$ cat src/design/jdc_pkg.sv
// ----------------------------------------------------------------------------
// jdc_pkg: Julian day to calendar date shared definitions
// Constants of the day-number conversion, the day-offset table and the
// result bundle that leaves the datapath pipeline.
// ----------------------------------------------------------------------------
`default_nettype none

package jdc_pkg;

    localparam int DayW   = 23;
    localparam int MonthW = 4;
    localparam int DomW   = 5;
    localparam int YearW  = 15;

    // Input range and calendar switch
    localparam logic [DayW-1:0] DAY_LIMIT       = 23'd5373484;
    localparam logic [DayW-1:0] GREGORIAN_START = 23'd2299161;

    // Century correction: alpha = floor((4*(J - 1867216) - 1) / 146097)
    localparam logic [24:0] ALPHA_BASE_X4 = 25'd7468864;    // 4 * 1867216
    localparam logic [17:0] ALPHA_DIV     = 18'd146097;
    localparam logic [7:0]  ALPHA_RCP     = 8'd229;          // floor(2^25 / 146097)
    localparam int          ALPHA_SHIFT   = 25;

    // Year count: C = floor((100*B - 12210) / 36525)
    localparam logic [10:0] B_OFFSET  = 11'd1524;
    localparam logic [30:0] C_OFFSET  = 31'd12210;
    localparam logic [15:0] C_DIV     = 16'd36525;
    localparam logic [14:0] C_RCP     = 15'd29397;           // floor(2^30 / 36525)
    localparam int          C_SHIFT   = 30;

    localparam logic signed [15:0] YEAR_OFFSET = 16'sd4715;

    // floor(30.6001 * e) for e = 0..15
    localparam logic [8:0] MONTH_OFS [16] = '{
        9'd0,   9'd30,  9'd61,  9'd91,  9'd122, 9'd153, 9'd183, 9'd214,
        9'd244, 9'd275, 9'd306, 9'd336, 9'd367, 9'd397, 9'd428, 9'd459
    };

    typedef struct packed {
        logic              valid;
        logic [MonthW-1:0] month;
        logic [DomW-1:0]   day_of_month;
        logic [YearW-1:0]  year;
        logic              range_error;
    } jdc_res_t;

endpackage

`default_nettype wire

$ cat src/design/jdc_pipe.sv
// ----------------------------------------------------------------------------
// jdc_pipe: eight-stage day number to date datapath
// Divisions by constants run as reciprocal multiply plus one correction
// stage; every stage advances together on adv. The last stage is the
// output register.
// ----------------------------------------------------------------------------
`default_nettype none

module jdc_pipe (
    input  wire logic                        clk,
    input  wire logic                        rst_n,
    input  wire logic                        adv,
    input  wire logic                        in_valid,
    input  wire logic [jdc_pkg::DayW-1:0]    day_number,
    output jdc_pkg::jdc_res_t                res
);

    // valid bits, one per stage
    logic [7:1] v_reg;

    // stage 1
    logic [22:0] j1_reg;
    logic        g1_reg, err1_reg;
    logic [24:0] x1_reg, x1_next;
    logic [7:0]  ae1_reg, ae1_next;
    logic [32:0] p1;
    // stage 2
    logic [22:0] j2_reg;
    logic        g2_reg, err2_reg;
    logic [7:0]  al2_reg, al2_next;
    logic [25:0] p2, r2;
    // stage 3
    logic        err3_reg;
    logic [23:0] b3_reg, b3_next, a3;
    logic [29:0] y3_reg, y3_next;
    logic [30:0] h3;
    // stage 4
    logic        err4_reg;
    logic [23:0] b4_reg;
    logic [29:0] y4_reg;
    logic [14:0] ce4_reg;
    logic [44:0] p4;
    // stage 5
    logic        err5_reg;
    logic [23:0] b5_reg;
    logic [14:0] c5_reg, c5_next;
    logic [30:0] p5, r5;
    // stage 6
    logic        err6_reg;
    logic [8:0]  rem6_reg;
    logic [14:0] c6_reg;
    logic [23:0] d6;
    // stage 7
    logic        err7_reg;
    logic [8:0]  rem7_reg;
    logic [14:0] c7_reg;
    logic [3:0]  e7_reg, e7_next;
    // stage 8
    jdc_pkg::jdc_res_t res_reg, res_next;
    logic [8:0]          dom8;
    logic [3:0]          m8;
    logic signed [15:0]  y8;

    // Stage 1: offset day and first alpha estimate
    always_comb
    begin
        x1_next = '0;
        if (day_number >= jdc_pkg::GREGORIAN_START)
            x1_next = {day_number, 2'b00} - jdc_pkg::ALPHA_BASE_X4 - 25'd1;
        p1       = {8'd0, x1_next} * {25'd0, jdc_pkg::ALPHA_RCP};
        ae1_next = p1[jdc_pkg::ALPHA_SHIFT +: 8];
    end

    // Stage 2: correct alpha by one
    always_comb
    begin
        p2       = {18'd0, ae1_reg} * {8'd0, jdc_pkg::ALPHA_DIV};
        r2       = {1'b0, x1_reg} - p2;
        al2_next = ae1_reg + 8'(r2 >= {8'd0, jdc_pkg::ALPHA_DIV});
    end

    // Stage 3: B and the scaled year numerator
    always_comb
    begin
        a3 = {1'b0, j2_reg};
        if (g2_reg)
            a3 = {1'b0, j2_reg} + 24'd1 + {16'd0, al2_reg} - {18'd0, al2_reg[7:2]};
        b3_next = a3 + {13'd0, jdc_pkg::B_OFFSET};
        h3      = {7'd0, b3_next} * 31'd100 - jdc_pkg::C_OFFSET;
        y3_next = h3[29:0];
    end

    // Stage 4: year count estimate
    assign p4 = {15'd0, y3_reg} * {30'd0, jdc_pkg::C_RCP};

    // Stage 5: correct year count by one
    always_comb
    begin
        p5      = {16'd0, ce4_reg} * {15'd0, jdc_pkg::C_DIV};
        r5      = {1'b0, y4_reg} - p5;
        c5_next = ce4_reg + 15'(r5 >= {15'd0, jdc_pkg::C_DIV});
    end

    // Stage 6: days into the shifted year
    assign d6 = {9'd0, c5_reg} * 24'd365 + {11'd0, c5_reg[14:2]};

    // Stage 7: month index from table thresholds
    always_comb
    begin
        e7_next = '0;
        for (int k = 1; k < 16; k++)
            e7_next = e7_next + 4'(rem6_reg > jdc_pkg::MONTH_OFS[k]);
    end

    // Stage 8: day, month, year, zero on range error
    always_comb
    begin
        dom8 = rem7_reg - jdc_pkg::MONTH_OFS[e7_reg];
        m8   = e7_reg - 4'd1;
        if (m8 > 4'd12)
            m8 = m8 - 4'd12;
        y8 = $signed({1'b0, c7_reg}) - jdc_pkg::YEAR_OFFSET;
        if (m8 > 4'd2)
            y8 = y8 - 16'sd1;
        if (y8 <= 16'sd0)
            y8 = y8 - 16'sd1;
        res_next.valid        = v_reg[7];
        res_next.range_error  = err7_reg;
        res_next.month        = err7_reg ? '0 : m8;
        res_next.day_of_month = err7_reg ? '0 : dom8[4:0];
        res_next.year         = err7_reg ? '0 : y8[14:0];
    end

    // Valid bits
    always_ff @(posedge clk or negedge rst_n)
    begin
        if (!rst_n)
            v_reg <= '0;
        else if (adv)
            v_reg <= {v_reg[6:1], in_valid};
    end

    // Output register
    always_ff @(posedge clk or negedge rst_n)
    begin
        if (!rst_n)
            res_reg <= '0;
        else if (adv)
            res_reg <= res_next;
    end

    // Payload, advance on adv
    always_ff @(posedge clk)
    begin
        if (adv)
        begin
            j1_reg   <= day_number;
            g1_reg   <= day_number >= jdc_pkg::GREGORIAN_START;
            err1_reg <= day_number > jdc_pkg::DAY_LIMIT;
            x1_reg   <= x1_next;
            ae1_reg  <= ae1_next;

            j2_reg   <= j1_reg;
            g2_reg   <= g1_reg;
            err2_reg <= err1_reg;
            al2_reg  <= al2_next;

            err3_reg <= err2_reg;
            b3_reg   <= b3_next;
            y3_reg   <= y3_next;

            err4_reg <= err3_reg;
            b4_reg   <= b3_reg;
            y4_reg   <= y3_reg;
            ce4_reg  <= p4[jdc_pkg::C_SHIFT +: 15];

            err5_reg <= err4_reg;
            b5_reg   <= b4_reg;
            c5_reg   <= c5_next;

            err6_reg <= err5_reg;
            rem6_reg <= 9'(b5_reg - d6);
            c6_reg   <= c5_reg;

            err7_reg <= err6_reg;
            rem7_reg <= rem6_reg;
            c7_reg   <= c6_reg;
            e7_reg   <= e7_next;
        end
    end

    assign res = res_reg;

endmodule

`default_nettype wire

$ cat src/design/julian_day_to_calendar_date_top.sv
// ----------------------------------------------------------------------------
// julian_day_to_calendar_date_top: Julian day number to calendar date
// Streams Julian day numbers in and month, day of month and signed year out.
// ----------------------------------------------------------------------------
// Each beat on the input carries one Julian day number (day 0 is 1 January
// 4713 BC) and yields exactly one result beat, in order. Days from 2299161
// on are Gregorian dates, earlier ones Julian; years skip zero, so 1 BC is
// -1. A day above 5373484 (31 December 9999) returns range_error with month,
// day_of_month and year all zero. The block keeps no state between beats.
// The result comes from an eight-stage datapath: two stages per constant
// division (reciprocal multiply, then a one-step correction), the
// B/numerator stage, the day-of-year stage, the month lookup and the output
// register. One beat is accepted every cycle; the whole pipeline holds while
// a finished result waits on out_ready, so in_ready follows out_ready
// combinationally once the output register fills.
`default_nettype none

module julian_day_to_calendar_date_top (
    input  wire logic                          clk,
    input  wire logic                          rst_n,
    input  wire logic                          in_valid,
    output wire logic                          in_ready,
    input  wire logic [jdc_pkg::DayW-1:0]      day_number,
    output wire logic                          out_valid,
    input  wire logic                          out_ready,
    output wire logic [jdc_pkg::MonthW-1:0]    month,
    output wire logic [jdc_pkg::DomW-1:0]      day_of_month,
    output wire logic [jdc_pkg::YearW-1:0]     year,
    output wire logic                          range_error
);

    jdc_pkg::jdc_res_t res;
    logic              adv;

    // Advance every stage unless a result sits unaccepted at the output
    assign adv      = !res.valid || out_ready;
    assign in_ready = adv;

    jdc_pipe u_pipe (
        .clk        (clk),
        .rst_n      (rst_n),
        .adv        (adv),
        .in_valid   (in_valid),
        .day_number (day_number),
        .res        (res)
    );

    assign out_valid    = res.valid;
    assign month        = res.month;
    assign day_of_month = res.day_of_month;
    assign year         = res.year;
    assign range_error  = res.range_error;

    // Out-of-range beats carry an all-zero date
    a_err_zero: assert property (@(posedge clk) disable iff (!rst_n)
        (out_valid && range_error) |-> (month == '0 && day_of_month == '0 && year == '0))
        else $error("range error beat with nonzero date");

    // Valid dates have month 1..12 and day 1..31
    a_date_range: assert property (@(posedge clk) disable iff (!rst_n)
        (out_valid && !range_error) |->
        (month >= 4'd1 && month <= 4'd12 && day_of_month != 5'd0))
        else $error("month or day out of range");

    // No year zero on a valid date
    a_no_year_zero: assert property (@(posedge clk) disable iff (!rst_n)
        (out_valid && !range_error) |-> (year != '0))
        else $error("year zero produced");

    // A stalled result stays valid and keeps its year and month
    a_stall_hold: assert property (@(posedge clk) disable iff (!rst_n)
        (out_valid && !out_ready) |=> (out_valid && $stable(year) && $stable(month)))
        else $error("result changed while stalled");

endmodule

`default_nettype wire
$ cat config.mk
export PLATFORM = sky130hd
export DESIGN_NAME = julian_day_to_calendar_date_top
export DESIGN_NICKNAME = d
export VERILOG_FILES = /design/src/design/jdc_pkg.sv /design/src/design/jdc_pipe.sv /design/src/design/julian_day_to_calendar_date_top.sv
export SDC_FILE = /design/constraint.sdc
export NUM_CORES = 2
export LEC_CHECK = 0
export BUFFER_PORTS_ARGS = -buffer_cell sky130_fd_sc_hd__buf_4
export CAP_MARGIN = 20
export CORE_MARGIN = 4
export CORE_UTILIZATION = 28
export CTS_CLUSTER_SIZE = 25
export DETAILED_ROUTE_END_ITERATION = 7
export PLACE_DENSITY = 0.44
export SYNTH_ARGS = -nofsm -noshare
export SYNTH_HDL_FRONTEND = slang
export SYNTH_HIERARCHICAL = 1
export SYNTH_SLANG_ARGS = --single-unit
$ cat constraint.sdc
create_clock -name clk -period 16 [get_ports clk]
set_input_delay 4.8 -clock clk [delete_from_list [all_inputs] [get_ports clk]]
set_output_delay 4.8 -clock clk [all_outputs]
set_load 0.05 [all_outputs]
==> results.json <==
{
  "cts_made_buffers": 38,
  "rows": 134,
  "rsz0062_at_grt": "no",
  "worstSkewPairLatency_ps": 570,
  "finalHoldViolations": 0,
  "grt_usage_pct": 12.59,
  "yosysWarnings": 6,
  "arrival_ps": 11570,
  "nets": 4716,
  "ant_nets": 0,
  "grt_pass1_vias": 26300,
  "io_buffers": 53,
  "endpoint_kind": "flip-flop",
  "report.final.slew_viol_count": 0,
  "grt_max_degree": 143,
  "max_clock_freq_mhz": 88.77,
  "die_x_um": 375.2,
  "worstSetupPathType": "primary input to flip-flop",
  "grt_pass1_wl_mm": 144.2,
  "cts.sinks": 288,
  "clock_path_buffers": 3,
  "ioPinCount": 54,
  "dpl_cell_area_sq_um": 40310,
  "vias": 24720,
  "die_area_sq_um": 140700,
  "setup_viol": 0,
  "reg2reg_setup_slack_ps": 7210,
  "synth_area_per_cell_sq_um": 10.68,
  "hp-class": "flip-flop to flip-flop",
  "holdPathStages": 0,
  "fin_crit_ps": 11270,
  "finClkSkew_ps": 27.00,
  "ys_seq_area_share_pct": 22.47,
  "cts_hold_buf": 0,
  "synth_edf_count": 255,
  "htree_levels": 2,
  "worstHoldEndpoint": "u_pipe/c7_reg[3]$_DFFE_PP_",
  "startpoint_type": "primary input",
  "dp_hpwl_mm": 72.86,
  "avgRoutedWirePerCell_um": 16.10,
  "ctsRootBufferMaster": "clkbuf_16",
  "die_h_um": 375.2,
  "min_period_over_period_pct": 70.41,
  "drv_cap": 0,
  "fill_cells": 13770,
  "cts_tree": "done",
  "area_delta_synth_final_pct": 10.09,
  "synth_area_sq_um": 37740,
  "vias_per_cell": 4.580,
  "critical_path_required_ps": 16300,
  "cts_resized": 0,
  "syn_inst": 3534,
  "synth_cell_types": 95,
  "gr-total-overflow": 0,
  "start_util_pct": 28.25,
  "routed_wl_mm": 86.91,
  "dr.pass1.iters": 5,
  "drive_gt1_share_pct": 5.484,
  "route.detailed.drc": 0,
  "worst_pin_slew_ps": 1056,
  "slew_headroom_pct": 29.61,
  "fp.coreArea_sq_um": 133600,
  "reg2reg_from": "u_pipe/ce4_reg[1]$_DFFE_PP_",
  "reg2reg_depth": 25,
  "antenna_found_initial": 2,
  "synth.ff_latch_count": 288,
  "postCtsSetupBuffers": 0,
  "synth_flop_cell": "edfxtp_1",
  "dr.first_iter.drc_count": 1081,
  "cpMaxStageDelayCell": "a21oi_1",
  "async_flop_share_pct": 11.46,
  "clk_pin_slew_ps": 60,
  "cp_max_fo": 7,
  "synth_nets": 4649,
  "place_congestion": 0.8032,
  "hp-start": "u_pipe/c6_reg[3]$_DFFE_PP_",
  "cpPeakStageDelay_ps": 780,
  "fin_tns_setup_ps": 0,
  "r2r_end": "u_pipe/c5_reg[14]$_DFFE_PP_",
  "status": "finished, final reports clean",
  "final_area_sq_um": 41550
}
==> logic make-up (layout without fill, tap and decap cells) <==
| group | count (synthesis) | in the layout | synth area share (%) |
|---|---|---|---|
| simple gates | 617 | 617 | 8.387 |
| compound gates | 636 | 636 | 11.79 |
| buf+inv | 660 | 755 | 6.620 |
| other cells | 0 | 1 | 0 |
| mux | 35 | 35 | 0.9779 |
| xor+xnor | 210 | 210 | 4.873 |
| flops | 288 | 288 | 22.47 |
| fa+ha+maj | 1088 | 1088 | 44.88 |
==> routing by layer <==
layer / wire (um) / track usage [%]
met5: 0 / 0
met4: 1396 / 2.427
met3: 1572 / 1.155
met2: 42400 / 21.99
met1: 41540 / 17.06
==> placed cells by master, fill, tap and decap left out, drive strengths merged, types with 41 or more instances in the layout <==
cell	synthesis	routed
xnor2	136	136
o21ai	97	97
nor3	52	52
clkbuf	27	41
nand2	144	144
xor2	74	74
nor2	145	145
inv	619	624
fa	443	443
ha	645	645
a21oi	139	139
nand3	48	48
buf	13	67
a21o	83	83
edfxtp	255	255
==> worst max path at each step <==
| stage | from | endpoint | slack [ps] | cells past startpoint |
|---|---|---|---|---|
| floorplan | out_ready | in_ready | 3000 | 1 |
| global placement | day_number[0] | u_pipe/ae1_reg[7]$_DFFE_PP_ | 4160 | 26 |
| detailed placement | day_number[0] | u_pipe/ae1_reg[7]$_DFFE_PP_ | 4130 | 26 |
| CTS | day_number[0] | u_pipe/ae1_reg[7]$_DFFE_PP_ | 4730 | 26 |
| global route | day_number[0] | u_pipe/ae1_reg[7]$_DFFE_PP_ | 4220 | 26 |
| finish | day_number[0] | u_pipe/ae1_reg[7]$_DFFE_PP_ | 4730 | 26 |
==> cell type report <==
| class | count | area (sq um) | share of cell area [%] |
|---|---|---|---|
| diodes | 1 | 2.502 | 0.006022 |
| clock buffers | 41 | 983.4 | 2.367 |
| clock inverters | 27 | 260.3 | 0.6263 |
| inverters | 620 | 2327 | 5.600 |
| multi-input cells | 2586 | 26770 | 64.42 |
| flip-flops and latches | 288 | 8483 | 20.41 |
| well taps | 1768 | 2212 | 5.323 |
| repair buffers | 67 | 515.5 | 1.241 |
==> synthesized netlist by cell type (9+ instances only) <==
master	count	share of area (%)
a31oi_1	26	0.43
nand3_1	47	0.62
or3_1	20	0.33
nor4_1	21	0.35
a2111oi_0	9	0.21
clkbuf_1	27	0.27
o22ai_1	9	0.15
o31ai_1	14	0.28
nand2b_1	27	0.45
o31a_1	9	0.21
mux2i_1	20	0.53
xor2_1	74	1.7
mux2_2	15	0.45
nor2b_1	24	0.40
o21ai_0	96	1.3
and3_1	22	0.36
a21o_1	83	1.7
dfrtp_1	33	2.2
a21oi_1	139	1.8
a311oi_1	10	0.23
o21bai_1	18	0.36
xnor2_1	136	3.2
a211oi_1	30	0.60
a211o_1	12	0.28
nor3_1	51	0.68
o211ai_1	23	0.46
or2_2	24	0.40
nor3b_1	9	0.18
inv_1	619	6.2
nand4_1	29	0.48
a22o_1	12	0.28
o21a_1	33	0.66
a21boi_0	10	0.20
or4_1	11	0.22
fa_1	443	23
nor2_1	145	1.4
nand2_1	143	1.4
ha_1	645	21
edfxtp_1	255	20
==> critical path, delay by kind of cell <==
kind,cells,cell delay [ps]
adder cells (fa/ha/maj),6,2390
AND/OR/NAND/NOR,11,2220
AO/OA/AOI/OAI,6,1820
XOR/XNOR,1,80
buffers and inverters,2,220
==> through the flow <==
stage | hold slack (ps) | cells | setup slack [ps] | utilization [%]
after floorplan | 400.3 | 3534 | 3001 | -
after global placement | 400.4 | 5329 | 4157 | 30.17
after detailed placement | 404.5 | 5329 | 4133 | 30.17
after CTS | 397.7 | 5397 | 4730 | 31.10
after global routing | 416.1 | 5398 | 4222 | 31.10
final | 403.7 | 5398 | 4735 | 31.10
Power is left out: the tool's default activity adds up to more than one toggle a clock period on the data nets, which glitch-free logic cannot reach.
